## config.mk

```make
export PLATFORM = sky130hd
export DESIGN_NAME = closed_polyline_offset
export DESIGN_NICKNAME = d
export VERILOG_FILES = /design/src/rtl/cpo_pkg.sv /design/src/rtl/closed_polyline_offset.sv
export SDC_FILE = /design/constraint.sdc
export NUM_CORES = 2
export LEC_CHECK = 0
export ABC_AREA = 0
export BUFFER_PORTS_ARGS = -buffer_cell sky130_fd_sc_hd__buf_2
export CORE_ASPECT_RATIO = 1.75
export CORE_UTILIZATION = 45
export DETAILED_ROUTE_END_ITERATION = 8
export HOLD_SLACK_MARGIN = 0.03
export SLEW_MARGIN = 20
export SYNTH_ARGS = -nofsm -noshare
export SYNTH_HDL_FRONTEND = slang
export SYNTH_SLANG_ARGS = --single-unit
```

## constraint.sdc

```tcl
create_clock -name clk -period 19.9 [get_ports clk]
set_input_delay 2.985 -clock clk [delete_from_list [all_inputs] [get_ports clk]]
set_output_delay 2.985 -clock clk [all_outputs]
set_load 0.01 [all_outputs]
```

## src/rtl/cpo_pkg.sv

```systemverilog
`default_nettype none

package cpo_pkg;

  localparam int COORD_W = 24;
  localparam int WIDTH_W = 24;
  localparam int IDX_W   = 16;
  localparam int CFG_IDX_W = 2;
  localparam int UNIT_W  = 17;

  localparam logic [CFG_IDX_W-1:0] REG_OUTER_WIDTH = 2'd0;
  localparam logic [CFG_IDX_W-1:0] REG_INNER_WIDTH = 2'd1;

  localparam logic [UNIT_W-1:0] UNIT_ONE = 17'd65536;

  typedef struct packed {
    logic signed [COORD_W-1:0] x;
    logic signed [COORD_W-1:0] y;
  } point_t;

  // c plus or minus an unsigned offset magnitude, clamped to the coordinate range
  function automatic logic signed [COORD_W-1:0] add_sat(
    input logic signed [COORD_W-1:0] c,
    input logic [COORD_W:0] mag,
    input logic sub
  );
    logic signed [COORD_W+2:0] ce;
    logic signed [COORD_W+2:0] me;
    logic signed [COORD_W+2:0] v;
    ce = {{3{c[COORD_W-1]}}, c};
    me = {2'b00, mag};
    v = sub ? (ce - me) : (ce + me);
    if (v > 27'sd8388607) begin
      add_sat = 24'sh7fffff;
    end else if (v < -27'sd8388608) begin
      add_sat = 24'sh800000;
    end else begin
      add_sat = v[COORD_W-1:0];
    end
  endfunction

endpackage

`default_nettype wire

```

## src/rtl/closed_polyline_offset.sv

```systemverilog
`default_nettype none
// Offsets a closed centerline to an outer and an inner boundary.
// Points enter on the in channel (point_x, point_y, end_of_track), one beat per
// point. Results leave on the out channel, tagged with point_index. The result
// for point k leaves once point k+1 has arrived; the beat with end_of_track
// releases the last point and then point 0, which carries run_done. A track of
// one point gives a single beat with too_short set and zero coordinates.
// Widths are written on the cfg channel (index 0 outer, 1 inner), accepted
// every cycle; other indexes are dropped.
// Each result is worked out by one shared 24x24 multiplier, a square root that
// settles one root bit per cycle and a divider that settles one quotient bit
// per cycle for each component; the root and divisions are skipped when the
// tangent is zero. An item that only loads the loop leaves in_ready high; other
// items take one to three results, and in_ready stays low meanwhile.
// A stalled receiver holds the result register and the sequencer waits on it.
// Reset (rst, synchronous) clears both widths, the track phase, the point count
// and out_valid; the next beat starts a new track.
module closed_polyline_offset import cpo_pkg::*; #(
  parameter int MAX_POINTS = 65536
) (
  input  wire logic                        clk,
  input  wire logic                        rst,
  input  wire logic                        cfg_valid,
  output logic                             cfg_ready,
  input  wire logic [CFG_IDX_W-1:0]        cfg_index,
  input  wire logic [WIDTH_W-1:0]          cfg_data,
  input  wire logic                        in_valid,
  output logic                             in_ready,
  input  wire logic signed [COORD_W-1:0]   point_x,
  input  wire logic signed [COORD_W-1:0]   point_y,
  input  wire logic                        end_of_track,
  output logic                             out_valid,
  input  wire logic                        out_ready,
  output logic [IDX_W-1:0]                 point_index,
  output logic signed [COORD_W-1:0]        outer_x,
  output logic signed [COORD_W-1:0]        outer_y,
  output logic signed [COORD_W-1:0]        inner_x,
  output logic signed [COORD_W-1:0]        inner_y,
  output logic                             too_short,
  output logic                             run_done
);

  localparam int CNT_W = $clog2(MAX_POINTS);
  localparam logic [CNT_W-1:0] CNT_LAST = CNT_W'(MAX_POINTS - 1);

  typedef enum logic [3:0] {
    S_IDLE, S_SETUP, S_SQX, S_SQY, S_SUM, S_SQRT, S_DIVX, S_DIVY, S_MUL, S_OUT
  } state_t;

  typedef enum logic [1:0] {J_PREV, J_LAST, J_FIRST, J_SHORT} job_t;
  typedef enum logic [1:0] {PH_EMPTY, PH_ONE, PH_MANY} phase_t;

  state_t state;
  job_t   job;
  phase_t phase;

  logic [WIDTH_W-1:0] outer_width;
  logic [WIDTH_W-1:0] inner_width;
  point_t first_pt, second_pt, older_pt, prior_pt, cur_pt;
  logic cur_last;
  logic [CNT_W-1:0] point_count;
  logic [CNT_W-1:0] count_prev;
  logic [CNT_W-1:0] count_next;

  // per-result working registers
  point_t cen;
  logic [IDX_W-1:0] jidx;
  logic jdone;
  logic [COORD_W-1:0] tmx, tmy;
  logic tnx, tny;
  logic [2*COORD_W-1:0] prod;
  logic [49:0] sumsq;
  logic [63:0] rad;
  logic [34:0] srem;
  logic [31:0] root;
  logic [4:0] itc;
  logic [47:0] drem;
  logic [47:0] dsh;
  logic [UNIT_W-1:0] quo;
  logic [UNIT_W-1:0] ux_mag, uy_mag;
  logic [2:0] mi;
  logic [COORD_W:0] off_ox, off_oy, off_ix, off_iy;

  // combinational helpers
  logic [COORD_W-1:0] mul_a, mul_b;
  logic [COORD_W:0] rnd;
  logic [49:0] sum_full;
  logic [34:0] sq_shift;
  logic [34:0] sq_trial;
  logic sq_ge;
  logic [31:0] root_next;
  logic dv_ge;
  logic [UNIT_W-1:0] quo_next;
  logic [UNIT_W-1:0] quo_clamp;
  point_t sel_c, sel_prev, sel_next;
  logic signed [COORD_W:0] dx, dy;
  logic out_free;

  assign cfg_ready = 1'b1;
  assign in_ready  = (state == S_IDLE);
  assign out_free  = !out_valid || out_ready;

  assign count_prev = (point_count == '0) ? CNT_LAST : point_count - 1'b1;
  assign count_next = (point_count == CNT_LAST) ? '0 : point_count + 1'b1;

  always_comb begin
    mul_a = '0;
    mul_b = '0;
    case (state)
      S_SQX: begin
        mul_a = tmx;
        mul_b = tmx;
      end
      S_SQY: begin
        mul_a = tmy;
        mul_b = tmy;
      end
      S_MUL: begin
        case (mi)
          3'd0: begin
            mul_a = COORD_W'(uy_mag);
            mul_b = outer_width;
          end
          3'd1: begin
            mul_a = COORD_W'(ux_mag);
            mul_b = outer_width;
          end
          3'd2: begin
            mul_a = COORD_W'(uy_mag);
            mul_b = inner_width;
          end
          3'd3: begin
            mul_a = COORD_W'(ux_mag);
            mul_b = inner_width;
          end
          default: begin
            mul_a = '0;
            mul_b = '0;
          end
        endcase
      end
      default: begin
        mul_a = '0;
        mul_b = '0;
      end
    endcase
  end

  assign rnd = (COORD_W+1)'((prod + 48'd32768) >> 16);
  assign sum_full = sumsq + 50'(prod);

  // one root bit per cycle
  assign sq_shift  = {srem[32:0], rad[63:62]};
  assign sq_trial  = {1'b0, root, 2'b01};
  assign sq_ge     = (sq_shift >= sq_trial);
  assign root_next = {root[30:0], sq_ge};

  // one quotient bit per cycle
  assign dv_ge     = (drem >= dsh);
  assign quo_next  = {quo[UNIT_W-2:0], dv_ge};
  assign quo_clamp = (quo_next > UNIT_ONE) ? UNIT_ONE : quo_next;

  always_comb begin
    case (job)
      J_PREV: begin
        sel_c = prior_pt;
        sel_prev = older_pt;
        sel_next = cur_pt;
      end
      J_LAST: begin
        sel_c = cur_pt;
        sel_prev = prior_pt;
        sel_next = first_pt;
      end
      default: begin
        sel_c = first_pt;
        sel_prev = cur_pt;
        sel_next = second_pt;
      end
    endcase
  end

  assign dx = {sel_next.x[COORD_W-1], sel_next.x} - {sel_prev.x[COORD_W-1], sel_prev.x};
  assign dy = {sel_next.y[COORD_W-1], sel_next.y} - {sel_prev.y[COORD_W-1], sel_prev.y};

  always_ff @(posedge clk) begin
    if (rst) begin
      state <= S_IDLE;
      job <= J_PREV;
      phase <= PH_EMPTY;
      point_count <= '0;
      outer_width <= '0;
      inner_width <= '0;
      out_valid <= 1'b0;
    end else begin
      if (cfg_valid && cfg_ready) begin
        case (cfg_index)
          REG_OUTER_WIDTH: outer_width <= cfg_data;
          REG_INNER_WIDTH: inner_width <= cfg_data;
          default: ;
        endcase
      end

      if (out_valid && out_ready) begin
        out_valid <= 1'b0;
      end

      prod <= mul_a * mul_b;

      case (state)
        S_IDLE: begin
          if (in_valid) begin
            cur_pt <= '{x: point_x, y: point_y};
            cur_last <= end_of_track;
            case (phase)
              PH_EMPTY: begin
                if (end_of_track) begin
                  job <= J_SHORT;
                  state <= S_OUT;
                end else begin
                  first_pt <= '{x: point_x, y: point_y};
                  prior_pt <= '{x: point_x, y: point_y};
                  phase <= PH_ONE;
                  point_count <= count_next;
                end
              end
              PH_ONE: begin
                second_pt <= '{x: point_x, y: point_y};
                if (end_of_track) begin
                  job <= J_LAST;
                  state <= S_SETUP;
                end else begin
                  older_pt <= prior_pt;
                  prior_pt <= '{x: point_x, y: point_y};
                  phase <= PH_MANY;
                  point_count <= count_next;
                end
              end
              default: begin
                job <= J_PREV;
                state <= S_SETUP;
              end
            endcase
          end
        end

        S_SETUP: begin
          cen <= sel_c;
          case (job)
            J_PREV: jidx <= IDX_W'(count_prev);
            J_LAST: jidx <= IDX_W'(point_count);
            default: jidx <= '0;
          endcase
          jdone <= (job == J_FIRST);
          tnx <= dx[COORD_W];
          tny <= dy[COORD_W];
          tmx <= dx[COORD_W] ? COORD_W'(-dx) : dx[COORD_W-1:0];
          tmy <= dy[COORD_W] ? COORD_W'(-dy) : dy[COORD_W-1:0];
          state <= S_SQX;
        end

        S_SQX: begin
          state <= S_SQY;
        end

        S_SQY: begin
          sumsq <= 50'(prod);
          state <= S_SUM;
        end

        S_SUM: begin
          if (sum_full == '0) begin
            ux_mag <= '0;
            uy_mag <= '0;
            mi <= '0;
            state <= S_MUL;
          end else begin
            rad <= {sum_full, 14'b0};
            srem <= '0;
            root <= '0;
            itc <= '0;
            state <= S_SQRT;
          end
        end

        S_SQRT: begin
          srem <= sq_ge ? (sq_shift - sq_trial) : sq_shift;
          root <= root_next;
          rad <= {rad[61:0], 2'b00};
          itc <= itc + 1'b1;
          if (itc == 5'd31) begin
            drem <= {1'b0, tmx, 23'b0} + 48'(root_next >> 1);
            dsh <= {root_next, 16'b0};
            quo <= '0;
            itc <= '0;
            state <= S_DIVX;
          end
        end

        S_DIVX: begin
          drem <= dv_ge ? (drem - dsh) : drem;
          dsh <= dsh >> 1;
          quo <= quo_next;
          itc <= itc + 1'b1;
          if (itc == 5'd16) begin
            ux_mag <= quo_clamp;
            drem <= {1'b0, tmy, 23'b0} + 48'(root >> 1);
            dsh <= {root, 16'b0};
            quo <= '0;
            itc <= '0;
            state <= S_DIVY;
          end
        end

        S_DIVY: begin
          drem <= dv_ge ? (drem - dsh) : drem;
          dsh <= dsh >> 1;
          quo <= quo_next;
          itc <= itc + 1'b1;
          if (itc == 5'd16) begin
            uy_mag <= quo_clamp;
            mi <= '0;
            state <= S_MUL;
          end
        end

        S_MUL: begin
          // product of step mi lands in prod on the next cycle
          mi <= mi + 1'b1;
          case (mi)
            3'd1: off_ox <= rnd;
            3'd2: off_oy <= rnd;
            3'd3: off_ix <= rnd;
            3'd4: off_iy <= rnd;
            default: ;
          endcase
          if (mi == 3'd4) begin
            state <= S_OUT;
          end
        end

        S_OUT: begin
          if (out_free) begin
            out_valid <= 1'b1;
            if (job == J_SHORT) begin
              point_index <= '0;
              outer_x <= '0;
              outer_y <= '0;
              inner_x <= '0;
              inner_y <= '0;
              too_short <= 1'b1;
              run_done <= 1'b1;
            end else begin
              point_index <= jidx;
              outer_x <= add_sat(cen.x, off_ox, !tny);
              outer_y <= add_sat(cen.y, off_oy, tnx);
              inner_x <= add_sat(cen.x, off_ix, tny);
              inner_y <= add_sat(cen.y, off_iy, !tnx);
              too_short <= 1'b0;
              run_done <= jdone;
            end
            case (job)
              J_PREV: begin
                if (cur_last) begin
                  job <= J_LAST;
                  state <= S_SETUP;
                end else begin
                  older_pt <= prior_pt;
                  prior_pt <= cur_pt;
                  point_count <= count_next;
                  state <= S_IDLE;
                end
              end
              J_LAST: begin
                job <= J_FIRST;
                state <= S_SETUP;
              end
              default: begin
                // track finished, start over
                phase <= PH_EMPTY;
                point_count <= '0;
                state <= S_IDLE;
              end
            endcase
          end
        end

        default: state <= S_IDLE;
      endcase
    end
  end

endmodule

`default_nettype wire

```

**Word-level counts from Yosys, hierarchy flattened**

Index checks and enable logic that the tools add are counted.

- Add/subtract/negate cells: 22
- $mul: 1
- Magnitude comparators: 11
- Equal/unequal tests: 44
- Mux-type cells: 106
- Bitwise operators: 2
- Reductions and logical operators: 51

Operator list:

| operator | count |
|---|---|
| 2-to-1 mux 48 bit | 17 |
| case mux 48 bit (2 select lines) | 5 |
| case mux 48 bit (3 select lines) | 2 |
| 2-to-1 mux 16 bit | 9 |
| 2-to-1 mux 24 bit | 6 |
| case mux 24 bit (3 select lines) | 2 |
| case mux 64 bit (2 select lines) | 1 |
| adder 24 x 26 -> 27 bit | 4 |
| greater-than comparator 27 x 24 -> 1 bit (second input constant) | 4 |
| less-than comparator 27 x 24 -> 1 bit (second input constant) | 4 |
| 2-to-1 mux 27 bit | 4 |
| subtractor 24 x 26 -> 27 bit | 4 |
| case mux 17 bit (2 select lines) | 3 |
| adder 47 x 31 -> 48 bit | 2 |
| case mux 16 bit (2 select lines) | 3 |
| 2-to-1 mux 23 bit | 4 |
| 2-to-1 mux 33 bit | 2 |
| case mux 33 bit (2 select lines) | 1 |
| 2-to-1 mux 64 bit | 1 |
| case mux 32 bit (2 select lines) | 1 |
| 2-to-1 mux 17 bit | 3 |
| zero test 50 bit | 1 |
| subtractor 24 x 24 -> 25 bit | 2 |
| adder 48 x 48 -> 49 bit | 1 |
| 58 further kinds | 151 |

- Register bits after elaboration: 1,022
- Output and inout port bits: 117

**Longest topological paths before layout**

- Depth in word-level cells: 6
- Mapped depth: 38
- Mapped depth without buffers: 33

**Least setup slack after synthesis**

OpenSTA, ideal clock, no wires.

- Kind: input to register
- Start: input rst
- End: register rad[14] (enable)
- Data arrival time: 15,052 ps
- Data required time: 18,988 ps
- Setup slack: 3,936 ps
- Cell stages on the path: 3
- Cells stage by stage: clkbuf_8 > clkbuf_8 > nor4b_1

- Cells in the longest elaborated chain, start to end: 2

RTL lines:

| what | line | RTL |
|---|---|---|
| start: declaration | closed_polyline_offset.sv:22 | `input wire logic rst,` |
| NOT 1 bit (no line) | - |  |
| AND reduction 3 bit (no line) | - |  |
| end signal: assignment | closed_polyline_offset.sv:278 | `rad <= {sum_full, 14'b0};` |
| end signal: assignment | closed_polyline_offset.sv:289 | `rad <= {rad[61:0], 2'b00};` |
| end: declaration | closed_polyline_offset.sv:73 | `logic [63:0] rad;` |

No other way between the ends.
A chain may end at the register's enable or synchronous reset.

**Worst setup path after layout**

- Start: register state[0]
- End: register prod[47], data pin

- Cells in the longest elaborated chain, start to end: 3

RTL lines:

| what | line | RTL |
|---|---|---|
| start: declaration | closed_polyline_offset.sv:53 | `state_t state;` |
| start signal: assignment | closed_polyline_offset.sv:188 | `state <= S_IDLE;` |
| start signal: assignment | closed_polyline_offset.sv:219 | `state <= S_OUT;` |
| start signal: assignment | closed_polyline_offset.sv:231 | `state <= S_SETUP;` |
| == test 4 bit / == test 4 x 2 -> 1 bit (equally long branches) | closed_polyline_offset.sv:109 | `case (state)` |
| case mux 24 bit (3 select lines) | closed_polyline_offset.sv:109 |  |
| multiplier 24 x 24 -> 48 bit * | closed_polyline_offset.sv:208 | `prod <= mul_a * mul_b;` |
| end signal: assignment | closed_polyline_offset.sv:208 |  |
| end: declaration | closed_polyline_offset.sv:71 | `logic [2*COORD_W-1:0] prod;` |

Every way passes the cells marked *; elsewhere a longest branch is shown, timed or not.

==> flow_metrics.py <==
metrics = {
    "cts": {
        "post-cts-setup-buffers": 0,
        "cts_root_buf": "sky130_fd_sc_hd__clkbuf_16",
        "clk_latency_ns": 0.75,
        "tritoncts_num_sinks": 1008,
        "tritoncts": "done",
        "htree_levels": 3,
        "maximum_number_of_buffers_from_clock_root_to_sink": 3,
        "cts-hold-fix-buffers": 0,
        "cts.clk_slew.worst_paths_ns": 0.06,
        "cts.repair.resized": 0,
        "cts_inserted_buffers": 96,
    },
    "floorplanning": {
        "row_count": 202,
        "die-area_um2": 176000,
        "placeableCoreArea_um2": 173000,
        "die_y_um": 554,
        "die_width_um": 318,
        "floorplan.io_pins": 197,
        "initial_core_utilization_pct": 45.3,
    },
    "detailed_routing": {
        "drt_first_iter_violations": 4049,
        "vias": 60100,
        "postRouteAntennaNets": 0,
        "drt_pre_antenna_iters": 6,
        "post_drt_wl_per_cell_um": 23.0,
        "finalWirelength_um": 243000,
        "drt_drc_violations_left": 0,
        "avgViaCountPerCell": 5.69,
    },
    "timing": {
        "setup_violations": 0,
        "finalHoldViolCount": 0,
        "clock.fmax_mhz": 91.4,
        "minimum_period_implied_by_the_final_worst_setup_slack_ns": 10.94,
        "worstMarginPinSlew_ns": 1.16,
        "rsz_0062_raised_after_global_routing": "false",
        "maxSlewHeadroom_pct": 22.4,
        "fin_worst_skew_ns": 0.0701,
        "final-max-slew-violation-count": 0,
        "layout_worst_path_cycle_share_pct": 55.0,
        "finalSetupTns_ns": 0,
    },
    "grt": {
        "grt_max_degree": 195,
        "grt_first_pass_wirelength_um": 368000,
        "grt-busiest-layer": "met2",
        "grt_use_met3_pct": 4.38,
        "global_route.usage.met1_pct": 30.5,
        "antenna_violations_before_repair": 23,
        "grt_use_met2_pct": 49.7,
        "vias_in_the_first_global_route": 61000,
        "grt_use_total_pct": 27.4,
        "globalRouteOverflowTotal": 0,
    },
    "min_path": {
        "min_delay_src": "outer_width[12]",
        "hold_depth": 2,
        "hold_class": "reg -> reg",
        "holdPathEnd": "outer_width[12]",
    },
    "setup_path": {
        "critical_path.reg2reg.endpoint": "prod[47]",
        "worst_r2r_startpoint": "state[0]",
        "critPathLaunchType": "register",
        "r2r_slack_ns": 8.96,
        "cp.required_ns": 20.34,
        "critical-path-top-cell-by-count": "sky130_fd_sc_hd__fa_1",
        "timing.critical_path.slowest_cell_delay_ns": 0.86,
        "worstPathMaxFanout": 24,
        "critPathLaunch": "state[0]",
        "crit_family": "adder cells",
        "critical_path_class": "reg -> reg",
        "worst-r2r-cell-count": 29,
        "path_buf_inv": 5,
        "worst-endpoint-arrival_ns": 11.38,
        "cp-end-kind": "register",
        "cpMaxStageDelayCell": "sky130_fd_sc_hd__a22o_1",
    },
    "synth": {
        "syn_nets": 9204,
        "ys_types": 113,
        "synth-edff-count": 935,
        "yosys_warnings": 0,
        "avg_cell_area_syn_um2": 9.63,
        "asyncSetResetFlopFracSynth_pct": 0,
        "synthesis.area_um2": 78400,
        "ys_ff_latch": 1008,
        "synth_ff_type": "sky130_fd_sc_hd__edfxtp_1",
        "synthCells": 8142,
        "sequential_to_total_area_share_from_yosys_stat_pct": 37.7,
    },
    "placement": {
        "count_of_buffers_inserted_at_the_top_level_ports": 195,
        "gp_routability_congestion": 0.965,
        "post_detailed_placement_half_perimeter_wirelength_um": 187000,
    },
    "pwr": {
        "power_density_nw_per_um2": 109,
        "ir_drop_mv": 0.0830,
        "p_total_mw": 9.31,
        "cellLeakagePower_nw": 35.5,
    },
    "finish": {
        "post_route_cells_drive_above_1_share_pct": 7.30,
        "design.final.nets": 9286,
        "syn_to_final_growth_pct": 9.05,
        "seqCellArea_um2": 29500,
        "fillerInstances": 16000,
        "multi_input_area_um2": 44600,
    },
    "outcome": {
        "status": "complete, no violations",
    },
    "job": {
        "cap_viol_max_count": 0,
    },
}
[placed cells by master (no fill, tap or decap), drive strengths merged, types with 22 or more instances in the layout]
cell	instances
nand2b	58
a22oi	47
mux2i	202
nor3	109
buf	319
nor2	658
nor2b	41
a31oi	69
xnor2	301
o31ai	31
dfxtp	73
nor4	33
nand3	104
clkinv	42
or2	22
o21bai	35
o211ai	37
inv	854
ha	490
edfxtp	935
a21oi	516
nand4	47
clkbuf	106
and2	95
fa	492
a211oi	57
o21ai	540
nand2	1130
xor2	197
and3	94
or3	32
o21a	68
a21o	173
[registers in the layout, summed over array words and instances, names as in the netlist, 25 cells and up]
| name | count |
|---|---|
| off_iy | 25 |
| sumsq | 48 |
| rad | 50 |
| drem | 48 |
| off_ox | 25 |
| cen | 48 |
| prod | 48 |
| root | 32 |
| cur_pt | 48 |
| prior_pt | 48 |
| older_pt | 48 |
| off_ix | 25 |
| dsh | 48 |
| second_pt | 48 |
| off_oy | 25 |
| first_pt | 48 |
| srem | 33 |
[stage by stage]
step / instance area, um2 / setup WS (ns) / hold slack [ns] / instances / util, %
finish: 85500 / 8.96 / 0.454 / 10600 / 49.4
global route: 85500 / 8.43 / 0.469 / 10600 / 49.4
CTS: 85500 / 9.07 / 0.455 / 10500 / 49.4
floorplan: 78400 / 3.94 / 0.433 / 8142 / -
global placement: 82000 / 9.30 / 0.443 / 10400 / 47.4
detailed placement: 82000 / 9.12 / 0.446 / 10400 / 47.4
[cell usage after synthesis (197+ instances only)]
cell                       count  area share, %
sky130_fd_sc_hd__xor2_1      197            2.2
sky130_fd_sc_hd__fa_1        492             13
sky130_fd_sc_hd__mux2i_1     202            2.6
sky130_fd_sc_hd__ha_1        490            7.8
sky130_fd_sc_hd__xnor2_1     300            3.3
sky130_fd_sc_hd__nor2_1      657            3.1
sky130_fd_sc_hd__o21ai_0     508            3.2
sky130_fd_sc_hd__edfxtp_1    935             36
sky130_fd_sc_hd__nand2_1    1129            5.4
sky130_fd_sc_hd__inv_1       845            4.0
sky130_fd_sc_hd__a21oi_1     515            3.3
sky130_fd_sc_hd__clkbuf_1    301            1.4
[kinds of logic after synthesis]
group,count (synthesis),share of synthesized area [%]
simple gates,2502,14.2
compound gates,1755,13.7
buf+inv,1186,5.79
flops,1008,37.7
fa+ha+maj,982,20.4
xor+xnor,499,5.60
mux,209,2.68
other cells,1,0.00478
[routing by layer]
metal | vias up | part of all wire, %
li1 | 28200 | -
met1 | 29600 | 37
met2 | 1723 | 51
met3 | 559 | 5.5
met4 | 18 | 6.3
met5 | - | 0.052
[area by class of cell]
type	count	area share, %
clock inverter	72	1.13
tap	2244	3.28
antenna	13	0.0380
clock buffer	106	2.90
multi-input combinational	5948	52.1
sequential	1008	34.5
timing repair buffer	319	2.24
inverter	851	3.73
[how the worst max path moves through the flow]
stage                     to  slack, ns  cells after the start
global route        prod[47]       8.43                     29
global placement    prod[47]       9.30                     29
finish              prod[47]       8.96                     29
CTS                 prod[47]       9.07                     29
detailed placement  prod[47]       9.12                     29
floorplan            rad[14]       3.94                      3
[worst reg2reg max path: cells and delay by family, from the launching register on]
kind | cells | cell delay, ns
and+or+nand+nor | 6 | 1.36
AOI/OAI and AO/OA | 9 | 3.25
buffers and inverters | 5 | 1.04
xor gates and xnor gates | 1 | 0.08
adders and majority gates | 8 | 4.07
DFF | 1 | 0.85
[report_power, final]
group          internal, mW  switching, mW  total (mW)
clock                  1.14          0.892        2.03
sequential             2.78          0.278        3.06
combinational          1.55           2.67        4.22
Note: power is estimated with default switching activity, not from simulation.
